## config.mk

```make
export PLATFORM = sky130hd
export DESIGN_NAME = ble_pdu_crc_whitener_core
export DESIGN_NICKNAME = d
export VERILOG_FILES = /design/src/hw/rtl/bpcw_pkg.sv /design/src/hw/rtl/bpcw_front.sv /design/src/hw/rtl/bpcw_fifo.sv /design/src/hw/rtl/bpcw_back.sv /design/src/hw/rtl/ble_pdu_crc_whitener_core.sv
export SDC_FILE = /design/constraint.sdc
export NUM_CORES = 1
export LEC_CHECK = 0
export BUFFER_PORTS_ARGS = -buffer_cell sky130_fd_sc_hd__clkbuf_2
export CELL_PAD_IN_SITES_DETAIL_PLACEMENT = 1
export CELL_PAD_IN_SITES_GLOBAL_PLACEMENT = 2
export CORE_ASPECT_RATIO = 0.5
export CORE_MARGIN = 2
export CORE_UTILIZATION = 25
export CTS_CLUSTER_DIAMETER = 100
export CTS_CLUSTER_SIZE = 10
export DETAILED_ROUTE_END_ITERATION = 6
export PLACE_DENSITY = 0.53
export SYNTH_ARGS = -nofsm -noshare
export SYNTH_HDL_FRONTEND = slang
export SYNTH_SLANG_ARGS = --single-unit
```

## constraint.sdc

```tcl
create_clock -name clk -period 7.39 [get_ports clk]
set_input_delay 0.739 -clock clk [delete_from_list [all_inputs] [get_ports clk]]
set_output_delay 0.739 -clock clk [all_outputs]
set_load 0.03 [all_outputs]
```

## src/hw/rtl/bpcw_pkg.sv

```systemverilog
// Package with shared types, constants and the CRC and whitening step functions.
`timescale 1ns / 1ps

package bpcw_pkg;

  localparam int QDEPTH = 4;
  localparam int QAW    = 2;

  localparam logic [23:0] CRC_TAPS      = 24'hDA6000;
  localparam logic [7:0]  LFSR_TAPS     = 8'h88;
  localparam logic [5:0]  CHANNEL_RESET = 6'd37;
  localparam logic [23:0] CRC_SEED_RESET = 24'hAAAAAA;

  localparam logic [1:0] CFG_CHANNEL  = 2'd0;
  localparam logic [1:0] CFG_CRC_SEED = 2'd1;

  // Back end sequence: the data byte, then three CRC bytes.
  typedef enum logic [1:0] {
    PH_DATA,
    PH_CRC0,
    PH_CRC1,
    PH_CRC2
  } phase_t;

  // One queue entry: the PDU byte and, on the last byte, the finished CRC.
  typedef struct packed {
    logic [7:0]  data;
    logic        last;
    logic [23:0] crc;
  } q_entry_t;

  typedef struct packed {
    logic [6:0] lfsr;
    logic [7:0] mask;
  } wht_t;

  function automatic logic [23:0] crc_byte(input logic [23:0] crc_in, input logic [7:0] d);
    logic [23:0] crc;
    logic        ob;
    crc = crc_in;
    for (int i = 0; i < 8; i++) begin
      ob  = crc[0];
      crc = crc >> 1;
      if (ob != d[i]) begin
        crc = crc ^ CRC_TAPS;
      end
    end
    return crc;
  endfunction

  function automatic wht_t whiten_step(input logic [6:0] lfsr_in);
    wht_t r;
    logic [7:0] l;
    l = {1'b0, lfsr_in};
    r.mask = '0;
    for (int i = 0; i < 8; i++) begin
      if (l[0]) begin
        // Bit 7 of the tap pattern shifts back into bit 6 of the register.
        l = l ^ LFSR_TAPS;
        r.mask[i] = 1'b1;
      end
      l = l >> 1;
    end
    r.lfsr = l[6:0];
    return r;
  endfunction

endpackage

```

## src/hw/rtl/bpcw_front.sv

```systemverilog
// Front end: takes PDU bytes, runs the CRC and marks packet boundaries.
`timescale 1ns / 1ps

module bpcw_front import bpcw_pkg::*; (
  input  logic        clk,
  input  logic        rst_n,
  input  logic [23:0] crc_seed,
  input  logic        in_valid,
  output logic        in_ready,
  input  logic [7:0]  in_data_byte,
  input  logic        in_end_of_pdu,
  output logic        push,
  output q_entry_t    push_entry,
  input  logic        q_full
);

  logic        in_packet_r, in_packet_nxt;
  logic [23:0] crc_r, crc_nxt;
  logic [23:0] crc_start;

  always_comb begin
    in_ready  = !q_full;
    push      = in_valid && in_ready;
    // The first byte of a packet starts from the configured seed.
    crc_start = in_packet_r ? crc_r : crc_seed;
    crc_nxt   = crc_byte(crc_start, in_data_byte);
    in_packet_nxt = in_packet_r;
    if (push) begin
      in_packet_nxt = !in_end_of_pdu;
    end
    push_entry.data = in_data_byte;
    push_entry.last = in_end_of_pdu;
    push_entry.crc  = crc_nxt;
  end

  always_ff @(posedge clk) begin
    if (!rst_n) begin
      in_packet_r <= 1'b0;
    end else begin
      in_packet_r <= in_packet_nxt;
    end
  end

  always_ff @(posedge clk) begin
    if (push) begin
      crc_r <= crc_nxt;
    end
  end

endmodule

```

## src/hw/rtl/bpcw_fifo.sv

```systemverilog
// Short queue between the front end and the back end.
`timescale 1ns / 1ps

module bpcw_fifo import bpcw_pkg::*; (
  input  logic     clk,
  input  logic     rst_n,
  input  logic     push,
  input  q_entry_t push_entry,
  output logic     full,
  input  logic     pop,
  output logic     not_empty,
  output q_entry_t head
);

  q_entry_t       mem_r [QDEPTH];
  logic [QAW-1:0] wptr_r, rptr_r;
  logic [QAW:0]   count_r, count_nxt;

  always_comb begin
    full      = (count_r == (QAW+1)'(QDEPTH));
    not_empty = (count_r != '0);
    head      = mem_r[rptr_r];
    count_nxt = count_r + (QAW+1)'(push) - (QAW+1)'(pop);
  end

  always_ff @(posedge clk) begin
    if (!rst_n) begin
      wptr_r  <= '0;
      rptr_r  <= '0;
      count_r <= '0;
    end else begin
      count_r <= count_nxt;
      if (push) begin
        wptr_r <= wptr_r + 1'b1;
      end
      if (pop) begin
        rptr_r <= rptr_r + 1'b1;
      end
    end
  end

  always_ff @(posedge clk) begin
    if (push) begin
      mem_r[wptr_r] <= push_entry;
    end
  end

endmodule

```

## src/hw/rtl/bpcw_back.sv

```systemverilog
// Back end: whitens data and CRC bytes and holds the output register.
`timescale 1ns / 1ps

module bpcw_back import bpcw_pkg::*; (
  input  logic       clk,
  input  logic       rst_n,
  input  logic [5:0] channel,
  input  logic       q_not_empty,
  input  q_entry_t   q_head,
  output logic       pop,
  output logic       out_valid,
  input  logic       out_ready,
  output logic [7:0] out_byte,
  output logic       out_last
);

  phase_t      state_r, state_nxt;
  logic        pkt_r, pkt_nxt;
  logic [6:0]  lfsr_r;
  logic [23:0] crc_hold_r;
  logic        out_valid_r, out_valid_nxt;
  logic [7:0]  out_byte_r;
  logic        out_last_r;

  logic        load_en;
  logic        emit;
  logic [6:0]  lfsr_cur;
  logic [7:0]  src;
  wht_t        wr;

  always_comb begin
    load_en   = !out_valid_r || out_ready;
    pop       = 1'b0;
    emit      = 1'b0;
    state_nxt = state_r;
    pkt_nxt   = pkt_r;
    src       = q_head.data;
    unique case (state_r)
      PH_DATA: begin
        src  = q_head.data;
        pop  = load_en && q_not_empty;
        emit = pop;
        if (pop) begin
          pkt_nxt = 1'b1;
          if (q_head.last) begin
            state_nxt = PH_CRC0;
          end
        end
      end
      PH_CRC0: begin
        src  = crc_hold_r[7:0];
        emit = load_en;
        if (load_en) begin
          state_nxt = PH_CRC1;
        end
      end
      PH_CRC1: begin
        src  = crc_hold_r[15:8];
        emit = load_en;
        if (load_en) begin
          state_nxt = PH_CRC2;
        end
      end
      PH_CRC2: begin
        src  = crc_hold_r[23:16];
        emit = load_en;
        if (load_en) begin
          state_nxt = PH_DATA;
          pkt_nxt   = 1'b0;
        end
      end
      default: begin
        state_nxt = PH_DATA;
      end
    endcase
    // A new packet reseeds the whitener from the channel.
    lfsr_cur      = pkt_r ? lfsr_r : {1'b1, channel};
    wr            = whiten_step(lfsr_cur);
    out_valid_nxt = load_en ? emit : out_valid_r;
  end

  always_ff @(posedge clk) begin
    if (!rst_n) begin
      state_r     <= PH_DATA;
      pkt_r       <= 1'b0;
      out_valid_r <= 1'b0;
    end else begin
      state_r     <= state_nxt;
      pkt_r       <= pkt_nxt;
      out_valid_r <= out_valid_nxt;
    end
  end

  always_ff @(posedge clk) begin
    if (emit) begin
      lfsr_r     <= wr.lfsr;
      out_byte_r <= src ^ wr.mask;
      out_last_r <= (state_r == PH_CRC2);
    end
    if (pop && q_head.last) begin
      crc_hold_r <= q_head.crc;
    end
  end

  assign out_valid = out_valid_r;
  assign out_byte  = out_byte_r;
  assign out_last  = out_last_r;

endmodule

```

## src/hw/rtl/ble_pdu_crc_whitener_core.sv

```systemverilog
// Top level of the BLE PDU CRC-24 and data whitening core.
//
//   Port group   Direction  Handshake           Payload
//   in_*         input      in_valid/in_ready   in_data_byte[7:0], in_end_of_pdu
//   out_*        output     out_valid/out_ready out_byte[7:0], out_last
//   cfg_*        input      cfg_valid/cfg_ready cfg_index[1:0], cfg_data[23:0]
//
// One PDU byte is taken per cycle while the queue is not full; the CRC and the
// whitener each handle a whole byte at once. A last byte yields four output bytes
// (data plus three CRC bytes), and while these go out the four-entry queue keeps
// taking input until it is full. A byte is written from its input transfer into the
// queue and from there into the output register. Reset is synchronous and clears
// the queue, the packet state and the output valid flag; config resets to channel
// 37, seed 0xAAAAAA. Configuration writes are always taken and must be made while
// the core is idle.
`timescale 1ns / 1ps

module ble_pdu_crc_whitener_core import bpcw_pkg::*; (
  input  logic        clk,
  input  logic        rst_n,
  input  logic        in_valid,
  output logic        in_ready,
  input  logic [7:0]  in_data_byte,
  input  logic        in_end_of_pdu,
  output logic        out_valid,
  input  logic        out_ready,
  output logic [7:0]  out_byte,
  output logic        out_last,
  input  logic        cfg_valid,
  output logic        cfg_ready,
  input  logic [1:0]  cfg_index,
  input  logic [23:0] cfg_data
);

  logic [5:0]  channel_r;
  logic [23:0] crc_seed_r;
  logic        push, q_full, pop, q_not_empty;
  q_entry_t    push_entry, q_head;

  assign cfg_ready = 1'b1;

  always_ff @(posedge clk) begin
    if (!rst_n) begin
      channel_r  <= CHANNEL_RESET;
      crc_seed_r <= CRC_SEED_RESET;
    end else if (cfg_valid) begin
      unique case (cfg_index)
        CFG_CHANNEL:  channel_r  <= cfg_data[5:0];
        CFG_CRC_SEED: crc_seed_r <= cfg_data;
        default: ;
      endcase
    end
  end

  bpcw_front u_front (
    .clk           (clk),
    .rst_n         (rst_n),
    .crc_seed      (crc_seed_r),
    .in_valid      (in_valid),
    .in_ready      (in_ready),
    .in_data_byte  (in_data_byte),
    .in_end_of_pdu (in_end_of_pdu),
    .push          (push),
    .push_entry    (push_entry),
    .q_full        (q_full)
  );

  bpcw_fifo u_fifo (
    .clk        (clk),
    .rst_n      (rst_n),
    .push       (push),
    .push_entry (push_entry),
    .full       (q_full),
    .pop        (pop),
    .not_empty  (q_not_empty),
    .head       (q_head)
  );

  bpcw_back u_back (
    .clk         (clk),
    .rst_n       (rst_n),
    .channel     (channel_r),
    .q_not_empty (q_not_empty),
    .q_head      (q_head),
    .pop         (pop),
    .out_valid   (out_valid),
    .out_ready   (out_ready),
    .out_byte    (out_byte),
    .out_last    (out_last)
  );

endmodule

```

==> key figures, run 1 <==
Power and ir drop
  – Static leakage: between 3 and 4 nW
  – Clock power share: a little over a quarter
  – Combinational Power Share: approximately 27%
  – Net Sw Frac: between 30% and 40%
  – Max IR drop VDD: about 0.17 mV
  – Pwr dens: 395 mW/mm^2
  – Switching pwr: roughly 1.4 mW
  – Power Total: 4.47 mW
  – Sequential Power Share: a little under half
  – Internal power: between 3 and 4 mW

Clock network
  – TritonCTS buffer count: 27
  – Clock root cell: clkbuf_16
  – Clk Latency, worst-skew pair: ~0.55 ns
  – CTS tree: yes
  – CTS sink cnt: 240
  – Post-CTS setup buffer count: 0
  – # H-tree levels: 1
  – Clock transition at path regs: about 0.060 ns
  – Worst-case clock buffer depth: 3
  – Post_cts resized: 0
  – Hold_buf cts: 0

Placed design
  – IO Port Bufs: 50
  – GPL Wtd Cong: 0.725
  – Post-place setup slack: about 4.6 ns
  – DP HPWL: roughly 15 mm

Global route
  – First-pass GRT wire length: roughly 34 mm
  – Largest net degree at the start of global routing: 34
  – Total global routing track utilization: 11.4%
  – GRT overflow: 0
  – Initial antenna violation count: 0
  – Number of global-route vias before repair: roughly 5300

Timing
  – Setup violators final: 0
  – Max-slew violation count: 0
  – Max-slew headroom: approximately a third
  – Fin Setup TNS: 0 ns
  – Tcrit/Tclk final: approximately a third
  – RSZ-0062 raised after global routing: no
  – Setup WS post-layout: 4.81 ns
  – Slew @ Worst Pin: 1.02 ns
  – Worst Skew: between 0.01 and 0.015 ns
  – Hold Fails Final Rpt: 0
  – Post-layout min period: roughly 2.6 ns
  – Maximum clock frequency: between 300 and 400 MHz

Floorplanning
  – Core area: 0.0378 mm^2
  – I/O Pins: 52
  – Initial Util: around a quarter
  – Die Y: 143 um
  – Die area: 0.0406 mm^2
  – Cell Rows: 50
  – Die Wd: around 280 um

Drt
  – WL met1: roughly 11 mm
  – Metal2 WL: 10.6 mm
  – Via Count: 4925
  – Routed wl met3: between 800 and 900 um
  – Remaining DRCs: 0
  – Avg Vias per Cell: roughly 4.2
  – Initial DRC Count: between 200 and 300
  – Highest routed layer: met4
  – DRT antenna net count: 0
  – First-pass DRT Iterations: 5
  – Total wire length: ~22 mm
  – Drt wl/cell: roughly 19 um

Worst setup path
  – Crit path max fanout: 25
  – Worst setup path class: flop to flop
  – Critical Path Start: u_front.in_packet_r
  – Crit-path slowest cell: xnor2_1
  – Critical Path Source Type: flop
  – CP max stage delay: between 0.6 and 0.7 ns
  – Data arrival, critical path: between 2 and 3 ns
  – CP required: slightly below 8 ns
  – Crit. End Element: flop
  – Crit path cell chain: buf_4 -> mux2i_1 -> xnor2_1 -> xnor3_1 -> xnor2_1
  – Crit-path most repeated cell: xnor2_1
  – Cells on worst reg2reg path: 5
  – Worst flop-to-flop path startpoint: u_front.in_packet_r

Cells and area
  – Area added between synthesis and finish: 16.6%
  – Finished Core Util: 29.9%
  – Ant. Diodes: 0
  – Multi-input logic area: roughly 0.0028 mm^2
  – Register Area: between 0.006 and 0.007 mm^2
  – Final net count: 684
  – Share of layout cells above drive strength 1: between 20% and 30%
  – Filler instances: 3948

Yosys
  – Synth area leaders: edfxtp_1 61%, dfxtp_1 9.1%, mux4_2 7.6%
  – Netlist Area Pre-Place: about 0.01 mm^2
  – Post-Syn Instances: 572
  – Top-area cell type share of the netlist area: between 60% and 70%
  – Synth Flop Type: edfxtp_1
  – Top-count cell post-synth: edfxtp_1
  – Asr flop ratio synth: 0%
  – Synthesis warning total: 0
  – Synth cell types: between 40 and 50
  – Top cells by count, synth: 196 x edfxtp_1, 58 x nand2_1, 44 x dfxtp_1, 35 x xnor2_1, 33 x mux4_2
  – Syn_nets: 623
  – Post-synthesis sequential area ratio: 69.6%
  – Synth Register Bits: between 200 and 250
  – Avg Cell Area, Syn: between 15 and 20 um^2
  – Post-synth EDFFs: 196
  – Area leader, netlist: edfxtp_1

Worst hold path
  – Hold crit path type: primary input to flop
  – Worst hold stages: 3
  – Worst Hold Launch: cfg_data[23]

Run
  – Max Cap Viol: 0

Status
  – Status: finished, final reports clean
-- registers in the layout, summed over array words and instances (netlist names), named ones only --
name,count
u_fifo.rptr_r,2
u_back.out_valid,1
u_fifo.count_r,3
u_back.out_last,1
u_back.crc_hold_r,24
channel_r,6
u_back.out_byte,8
u_back.pkt_r,1
u_back.state_r,2
u_fifo.wptr_r,2
u_front.in_packet_r,1
crc_seed_r,24
u_fifo.mem_r,132
u_back.lfsr_r,7
u_front.crc_r,24
-- path summary, 6_finish.rpt --
kind | endpoint | slack (ns)
max | u_fifo.mem_r[2][14] | 4.81
min | crc_seed_r[23] | 0.40
max reg2reg | u_fifo.mem_r[2][14] | 4.81
min reg2reg | crc_seed_r[14] | 0.46
-- critical path, delay by kind of cell, from the launching register on --
family / cells / cell delay (ns)
muxes: 1 / 0.16
xor gates and xnor gates: 3 / 1.46
DFF: 1 / 0.31
buffers and inverters: 1 / 0.39
-- placed cells by master, fill, tap and decap left out, types with 2 or more instances in the layout --
master	count
clkbuf_1	21
nor3_1	3
a211oi_1	2
inv_1	11
mux2i_2	2
and3_1	5
mux4_2	33
dfxtp_1	43
or3_1	3
nor2_1	15
buf_4	9
o21ai_0	10
a21oi_1	19
xnor3_1	4
clkbuf_16	27
mux2i_4	2
nand2_1	58
a222oi_1	8
mux2_2	6
xnor2_4	3
clkbuf_2	50
ha_1	10
xor2_2	2
edfxtp_1	196
xor2_1	14
xnor2_1	35
and2_1	3
mux2i_1	25
xnor2_2	4
nand3_1	13
-- layer usage --
layer  global-route usage, %  vias up
met3                    2.21       29
li1                        -     2279
met1                    15.8     2555
met2                    18.6       62
met4                    2.45        0
met5                       0        -
-- cells by family after synthesis --
logic type	after synthesis	share of synthesized area (%)
fa+ha+maj	11	1.49
other cells	1	0.0386
simple gates	108	4.99
flops	240	69.6
xor+xnor	64	7.72
buf+inv	39	1.87
mux	68	11.7
compound gates	41	2.61
-- power by group through the flow --
stage                     registers [mW]  clock network [mW]  logic (mW)
after floorplan                     2.11                   0       0.812
after global placement              2.09                   0        1.23
after detailed placement            2.09                   0        1.24
after CTS                           2.07                1.25        1.24
after global routing                2.09                1.30        1.34
final                               2.06                1.20        1.21
-- final cells by class --
type | count | share of cell area (%)
Timing Repair Buffer | 59 | 2.80
Clock inverter | 1 | 0.177
Inverter | 12 | 0.398
Tap cell | 520 | 5.74
Multi-Input combinational cell | 293 | 24.5
Sequential cell | 240 | 59.7
Clock buffer | 48 | 6.66
-- per-stage QoR --
step / cells / hold slack [ns] / cell area (um^2)
after global routing: 1173 / 0.393 / 11300
after floorplan: 572 / 0.434 / 9720
after detailed placement: 1124 / 0.460 / 10600
final: 1173 / 0.400 / 11300
after CTS: 1173 / 0.369 / 11300
after global placement: 1124 / 0.456 / 10600
Power figures use the tool's default switching activity.
==> run 2, diff against run 1 <==
clock period = 2.4 ns   (was 7.39 ns; I/O delays follow)
==> key figures, run 2 (synthesis gave the netlist of run 1 again) <==
Timing
  – Setup violators final: 0 (unchanged)
  – Post-layout min period: 2.21 ns (was 2.58 ns)
  – Max-slew headroom: 34.8% (was 32.1%)
  – Setup WS post-layout: 0.187 ns (was 4.81 ns)
  – Tcrit/Tclk final: 92.2% (was 35.0%)
  – Maximum clock frequency: 452 MHz (was 387 MHz)
  – Worst Skew: 0.0180 ns (was 0.0113 ns)
  – Max-slew violation count: 0 (unchanged)
  – RSZ-0062 raised after global routing: no (unchanged)
  – Hold Fails Final Rpt: 0 (unchanged)
  – Slew @ Worst Pin: 0.975 ns (was 1.02 ns)
  – Fin Setup TNS: 0 ns (unchanged)

Power and ir drop
  – Sequential Power Share: 45.6% (was 46.1%)
  – Static leakage: 4.01 nW (was 3.81 nW)
  – Combinational Power Share: 27.7% (was 27.0%)
  – Max IR drop VDD: 0.516 mV (was 0.170 mV)
  – Pwr dens: 1200 mW/mm^2 (was 395 mW/mm^2)
  – Net Sw Frac: 30.7% (was 30.5%)
  – Power Total: 14.1 mW (was 4.47 mW)
  – Switching pwr: 4.32 mW (was 1.37 mW)
  – Internal power: 9.77 mW (was 3.11 mW)
  – Clock power share: 26.7% (was 26.9%)

Worst hold path
  – Hold path endpoint: u_fifo.mem_r[0][32] (was crc_seed_r[23])
  – Hold crit path type: primary input to flop (unchanged)
  – Worst hold stages: 1 (was 3)
  – Worst Hold Launch: in_data_byte[7] (was cfg_data[23])

Run
  – Max Cap Viol: 0 (unchanged)

Drt
  – Drt wl/cell: 20.2 um (was 19.1 um)
  – Remaining DRCs: 0 (unchanged)
  – DRT antenna net count: 0 (unchanged)
  – Total wire length: 24.5 mm (was 22.4 mm)
  – Via Count: 5136 (was 4925)
  – Initial DRC Count: 315 (was 299)
  – Avg Vias per Cell: 4.23 (was 4.20)
  – First-pass DRT Iterations: 5 (unchanged)

Cells and area
  – Most frequent cells in the layout: 196 x edfxtp_1, 58 x nand2_1, 50 x clkbuf_2 (unchanged)
  – Finished Core Util: 31.1% (was 29.9%)
  – Commonest non-fill, non-tap cell in the layout: edfxtp_1 (unchanged)
  – Area added between synthesis and finish: 21.1% (was 16.6%)
  – Final net count: 725 (was 684)
  – Largest register FFs: 132 (unchanged)
  – Share of layout cells above drive strength 1: 23.0% (was 21.9%)
  – Fin cells: 1215 (was 1173)
  – Reg with most FFs: u_fifo.mem_r (unchanged)
  – Ant. Diodes: 0 (unchanged)

Global route
  – Largest net degree at the start of global routing: 34 (unchanged)
  – Total global routing track utilization: 12.4% (was 11.4%)
  – Number of global-route vias before repair: 5632 (was 5299)
  – GRT overflow: 0 (unchanged)
  – First-pass GRT wire length: 37.0 mm (was 34.0 mm)
  – Initial antenna violation count: 0 (unchanged)

Placed design
  – DP HPWL: 16.0 mm (was 14.9 mm)
  – GPL Wtd Cong: 0.707 (was 0.725)
  – Post-place setup slack: 0.175 ns (was 4.62 ns)
  – Placed cells: 1140 (was 1124)
  – IO Port Bufs: 50 (unchanged)

Floorplanning
  – I/O Pins: 52 (unchanged)
  – Cell Rows: 50 (unchanged)
  – Initial Util: 25.7% (unchanged)
  – Die Wd: 283 um (unchanged)
  – Die area: 0.0406 mm^2 (unchanged)
  – Core area: 0.0378 mm^2 (unchanged)
  – Die Y: 143 um (unchanged)

Worst setup path
  – Cells on worst reg2reg path: 9 (was 5)
  – Worst setup path class: flop to flop (unchanged)
  – Critical Path Source Type: flop (unchanged)
  – Worst flop-to-flop path startpoint: u_fifo.count_r[1] (was u_front.in_packet_r)
  – R2R Setup Slk: 0.19 ns (was 4.81 ns)
  – Data arrival, critical path: 2.64 ns (was 2.88 ns)
  – Crit. End Element: flop (unchanged)
  – Crit path max fanout: 5 (was 25)
  – RR Endpoint: u_fifo.count_r[2] (was u_fifo.mem_r[2][14])
  – CP required: 2.83 ns (was 7.69 ns)

Clock network
  – Clk Latency, worst-skew pair: 0.56 ns (was 0.55 ns)
  – CTS sink cnt: 240 (unchanged)
  – Worst-case clock buffer depth: 3 (unchanged)
  – CTS tree: yes (unchanged)
  – Post_cts resized: 0 (unchanged)
  – Clock transition at path regs: 0.06 ns (about the same)
  – TritonCTS buffer count: 27 (unchanged)
  – Clock root cell: clkbuf_16 (unchanged)
  – # H-tree levels: 1 (unchanged)

Status
  – Status: finished, final reports clean (unchanged)
[run 2: cell types whose count changed in the layout (fill, tap and decap cells not counted), sizes merged]
cell,change
buf,+16
dlygate4sd3,+25
clkbuf,+1
[run 2: through the flow]
| step | hold slack [ns] | cell area (um^2) |
|---|---|---|
| floorplan | 0.336 | 9730 |
| CTS | 0.00737 | 11800 |
| global placement | 0.453 | 10700 |
| finish | 0.00963 | 11800 |
| detailed placement | 0.461 | 10700 |
| global route | 0.0160 | 11800 |
[run 2: what timing repair did]
action	in CTS	in global routing
endpoints found under the hold margin	35	0
hold buffers	25	0
setup buffers	0	0
[run 2: power by group through the flow]
stage	Sequential [mW]	Combinational (mW)	Clock (mW)
global placement	6.50	3.90	0
CTS	6.44	4.01	3.88
detailed placement	6.52	3.96	0
finish	6.42	3.91	3.76
global route	6.52	4.31	4.03
floorplan	6.49	2.51	0
[run 2: critical path, cell delays in order (launching register included)]
cell     delay [ns]
dfxtp_1        0.35
or3_1          0.44
nand3_1        0.13
inv_1          0.05
ha_1           0.26
inv_1          0.04
ha_1           0.21
fa_1           0.40
xnor2_1        0.17
nor2_1         0.05
[run 2: area by class of cell]
cell class,count,area (um^2)
Fill cell,3951,26100
Sequential cell,240,6770
Multi-Input combinational cell,293,2780
Clock buffer,49,758
Timing Repair Buffer,100,751
Tap cell,520,651
Inverter,12,45.0
Clock inverter,1,20.0
[run 2: how the worst max path moves through the flow]
stage,start,endpoint,cells after the start
global route,u_back.state_r[0],u_back.out_byte[3],7
detailed placement,u_fifo.count_r[1],u_fifo.count_r[2],9
global placement,u_fifo.count_r[1],u_fifo.count_r[2],9
finish,u_fifo.count_r[1],u_fifo.count_r[2],9
CTS,u_fifo.count_r[1],u_fifo.count_r[2],9
floorplan,u_fifo.count_r[2],u_fifo.count_r[1],9
[run 2: metal layers]
metal | vias to the layer above | part of all wire, % | track usage, %
li1 | 2351 | - | -
met1 | 2678 | 48 | 17.3
met2 | 76 | 47 | 20.3
met3 | 31 | 3.9 | 2.28
met4 | 0 | 1.5 | 2.65
met5 | - | 0 | 0
==> run 3, diff against run 2 <==
ABC_AREA = 1   (was not set)
PLACE_DENSITY = 0.58   (was 0.53)
==> key figures, run 3 <==
Status
  – Status: finished, final reports clean (unchanged)

Clock network
  – CTS tree: yes (unchanged)
  – CTS sink cnt: 240 (unchanged)
  – # H-tree levels: 1 (unchanged)
  – Clk Latency, worst-skew pair: 0.55 ns (was 0.56 ns)
  – Worst-case clock buffer depth: 3 (unchanged)
  – TritonCTS buffer count: 27 (unchanged)
  – Clock transition at path regs: 0.06 ns (about the same)
  – Post-CTS setup buffer count: 0 (unchanged)
  – Clock root cell: clkbuf_16 (unchanged)

Worst setup path
  – Data arrival, critical path: 2.64 ns (about the same)
  – Critical Path End: u_fifo.count_r[2] (unchanged)
  – CP max stage delay: 0.39 ns (was 0.44 ns)
  – Buf/Inv on CP: 4 (was 2)
  – Worst flop-to-flop path startpoint: u_back.state_r[0] (was u_fifo.count_r[1])
  – Critical Path Start: u_back.state_r[0] (was u_fifo.count_r[1])
  – CP required: 2.87 ns (was 2.83 ns)
  – Crit-path slowest cell: fa_1 (was or3_1)
  – R2R Setup Slk: 0.23 ns (was 0.19 ns)
  – Crit path max fanout: 4 (was 5)
  – RR Endpoint: u_fifo.count_r[2] (unchanged)
  – Crit-path most repeated cell: inv_1
  – Crit. End Element: flop (unchanged)
  – Worst setup path class: flop to flop (unchanged)
  – Critical path's top delay family: adder cells (unchanged)
  – Cells on worst reg2reg path: 11 (was 9)
  – Critical Path Source Type: flop (unchanged)
  – Crit path cell chain: inv_1 -> ha_1 -> inv_1 -> nor2_1 -> ha_1 -> inv_1 -> ha_1 -> fa_1 -> inv_1 -> o21ai_0 -> a21oi_1 (was or3_1 -> nand3_1 -> inv_1 -> ha_1 -> inv_1 -> ha_1 -> fa_1 -> xnor2_1 -> nor2_1)
  – Stages on worst setup path: 11 (was 9)

Floorplanning
  – Die Y: 146 um (was 143 um)
  – Core area: 0.0402 mm^2 (was 0.0378 mm^2)
  – Initial Util: 25.2% (was 25.7%)
  – Cell Rows: 52 (was 50)
  – Die Wd: 289 um (was 283 um)
  – Die area: 0.0423 mm^2 (was 0.0406 mm^2)
  – I/O Pins: 52 (unchanged)

Yosys
  – Synth Area in Compound Gates: 6.80% (was 2.61%)
  – Top-count cell post-synth: nand2_1 (was edfxtp_1)
  – Synth cell types: 35 (was 45)
  – Synth Register Bits: 240 (unchanged)
  – Synthesis warning total: 0 (unchanged)
  – Top cells by count, synth: 243 x nand2_1, 196 x edfxtp_1, 84 x nor2_1, 78 x nand3_1, 76 x o21ai_0 (was 196 x edfxtp_1, 58 x nand2_1, 44 x dfxtp_1, 35 x xnor2_1, 33 x mux4_2)
  – Xor/xnor share of the synthesized area: 2.95% (was 7.72%)
  – Post-synthesis mux area share: 0.691% (was 11.7%)
  – Syn_nets: 996 (was 623)
  – Asr flop ratio synth: 0% (unchanged)
  – Synth Flop Type: edfxtp_1 (unchanged)
  – Simple-Gate Fraction of Synth Area: 16.9% (was 4.99%)
  – Main combinational cell family by area after synthesis: simple AND/OR/NAND/NOR gates (was multiplexers)
  – Synth area leaders: edfxtp_1 58%, nand2_1 9.0%, dfxtp_1 8.7% (was edfxtp_1 61%, dfxtp_1 9.1%, mux4_2 7.6%)
  – Post-Syn Instances: 945 (was 572)
  – Avg Cell Area, Syn: 10.7 um^2 (was 17.0 um^2)
  – Post-synthesis sequential area ratio: 66.7% (was 69.6%)
  – Netlist Area Pre-Place: 0.0101 mm^2 (was 0.00972 mm^2)
  – Fraction of the mapped netlist area in adder cells: 1.43% (was 1.49%)
  – Post-synth EDFFs: 196 (unchanged)
  – Area leader, netlist: edfxtp_1 (unchanged)
  – Top-area cell type share of the netlist area: 58.0% (was 60.5%)

Drt
  – DRT antenna net count: 0 (unchanged)
  – Total wire length: 28.9 mm (was 24.5 mm)
  – Via Count: 7006 (was 5136)
  – First-pass DRT Iterations: 5 (unchanged)
  – Avg Vias per Cell: 4.39 (was 4.23)
  – Drt wl/cell: 18.1 um (was 20.2 um)
  – Remaining DRCs: 0 (unchanged)
  – Initial DRC Count: 409 (was 315)

Placed design
  – Post-place setup slack: 0.176 ns (was 0.175 ns)
  – GPL Wtd Cong: 0.748 (was 0.707)
  – Placed cell area: 0.0112 mm^2 (was 0.0107 mm^2)
  – Placed cells: 1523 (was 1140)
  – DP HPWL: 20.1 mm (was 16.0 mm)
  – IO Port Bufs: 50 (unchanged)

Cells and area
  – Most frequent cells in the layout: 243 x nand2_1, 196 x edfxtp_1, 79 x nor2_1 (was 196 x edfxtp_1, 58 x nand2_1, 50 x clkbuf_2)
  – Share of layout cells above drive strength 1: 12.4% (was 23.0%)
  – Reg with most FFs: u_fifo.mem_r (unchanged)
  – Ant. Diodes: 0 (unchanged)
  – Filler instances: 4482 (was 3951)
  – Commonest non-fill, non-tap cell in the layout: nand2_1 (was edfxtp_1)
  – Fin cells: 1597 (was 1215)
  – Post-route cell area: 0.0122 mm^2 (was 0.0118 mm^2)
  – Area added between synthesis and finish: 20.5% (was 21.1%)
  – Largest register FFs: 132 (unchanged)
  – Final net count: 1087 (was 725)

Timing
  – Setup violators final: 0 (unchanged)
  – RSZ-0062 raised after global routing: no (unchanged)
  – Hold Fails Final Rpt: 0 (unchanged)
  – Post-layout min period: 2.17 ns (was 2.21 ns)
  – Tcrit/Tclk final: 90.6% (was 92.2%)
  – Slew @ Worst Pin: 0.692 ns (was 0.975 ns)
  – Fin Setup TNS: 0 ns (unchanged)
  – Worst Skew: 0.0135 ns (was 0.0180 ns)
  – Max-slew headroom: 53.8% (was 34.8%)
  – Max-slew violation count: 0 (unchanged)
  – Setup WS post-layout: 0.226 ns (was 0.187 ns)
  – Maximum clock frequency: 460 MHz (was 452 MHz)

Power and ir drop
  – Static leakage: 4.76 nW (was 4.01 nW)
  – Power Total: 14.5 mW (was 14.1 mW)
  – Pwr dens: 1180 mW/mm^2 (was 1200 mW/mm^2)
  – Max IR drop VDD: 0.528 mV (was 0.516 mV)

Worst hold path
  – Hold crit path type: primary input to flop (unchanged)

Global route
  – Largest net degree at the start of global routing: 36 (was 34)
  – Number of global-route vias before repair: 7330 (was 5632)
  – Initial antenna violation count: 0 (unchanged)
  – Total global routing track utilization: 13.8% (was 12.4%)
  – GRT overflow: 0 (unchanged)
  – First-pass GRT wire length: 44.3 mm (was 37.0 mm)

Run
  – Max Cap Viol: 0 (unchanged)
run 3: worst min path at each step:
| stage | startpoint | endpoint | slack, ns | cells past startpoint |
|---|---|---|---|---|
| 2_1_floorplan | in_end_of_pdu | u_front.in_packet_r | 0.33 | 1 |
| 3_3_place_gp | cfg_data[13] | crc_seed_r[13] | 0.44 | 3 |
| 3_5_place_dp | cfg_data[15] | crc_seed_r[15] | 0.45 | 3 |
| 4_1_cts | in_data_byte[1] | u_fifo.mem_r[3][26] | 0.008 | 1 |
| 5_1_grt | in_data_byte[1] | u_fifo.mem_r[3][26] | 0.006 | 1 |
| 6_report | in_data_byte[1] | u_fifo.mem_r[3][26] | 0.02 | 1 |
run 3: power breakdown:
| part | internal [mW] | switching (mW) | leakage (nW) |
|---|---|---|---|
| clock network | 2.12 | 1.65 | 0.368 |
| logic | 1.33 | 3.12 | 2.21 |
| registers | 5.91 | 0.318 | 2.18 |
run 3: kinds of logic after synthesis:
kind of cell,after synthesis
buffers and inverters,110
DFF,240
adders and majority gates,11
muxes,7
other,1
xor gates and xnor gates,29
and+or+nand+nor,419
AOI/OAI and AO/OA,128
run 3: worst register-to-register path: stages (launching register included):
cell and delay (ns):
dfxtp_1 0.37, inv_1 0.09, ha_1 0.21, inv_1 0.10, nor2_1 0.08, ha_1 0.27, inv_1 0.04, ha_1 0.21
fa_1 0.39, inv_1 0.08, o21ai_0 0.11, a21oi_1 0.16
run 3: through the flow:
stage	hold slack [ns]	utilization (%)
after global routing	0.00628	30.4
after CTS	0.00799	30.4
after global placement	0.441	27.9
after detailed placement	0.447	27.9
after floorplan	0.330	-
final	0.0177	30.4
run 3: area by class of cell:
type	count	area (um^2)	share of cell area, %
multi-input cells	595	2960	24.2
clock buffers	49	758	6.20
well taps	540	676	5.53
repair buffers	103	783	6.41
clock inverters	1	20.0	0.164
flip-flops and latches	240	6770	55.4
inverters	69	262	2.14
run 3: timing repair:
action,in CTS,in global routing
resized for setup,0,0
hold buffers,24,0
endpoints found under the hold margin,31,0
run 3: layer usage:
metal,GRT usage [%],vias up,wire [um]
met2,22.0,93,12900
li1,-,3396,-
met4,2.45,0,442
met3,2.25,33,1050
met1,19.9,3484,14500
met5,0,-,0
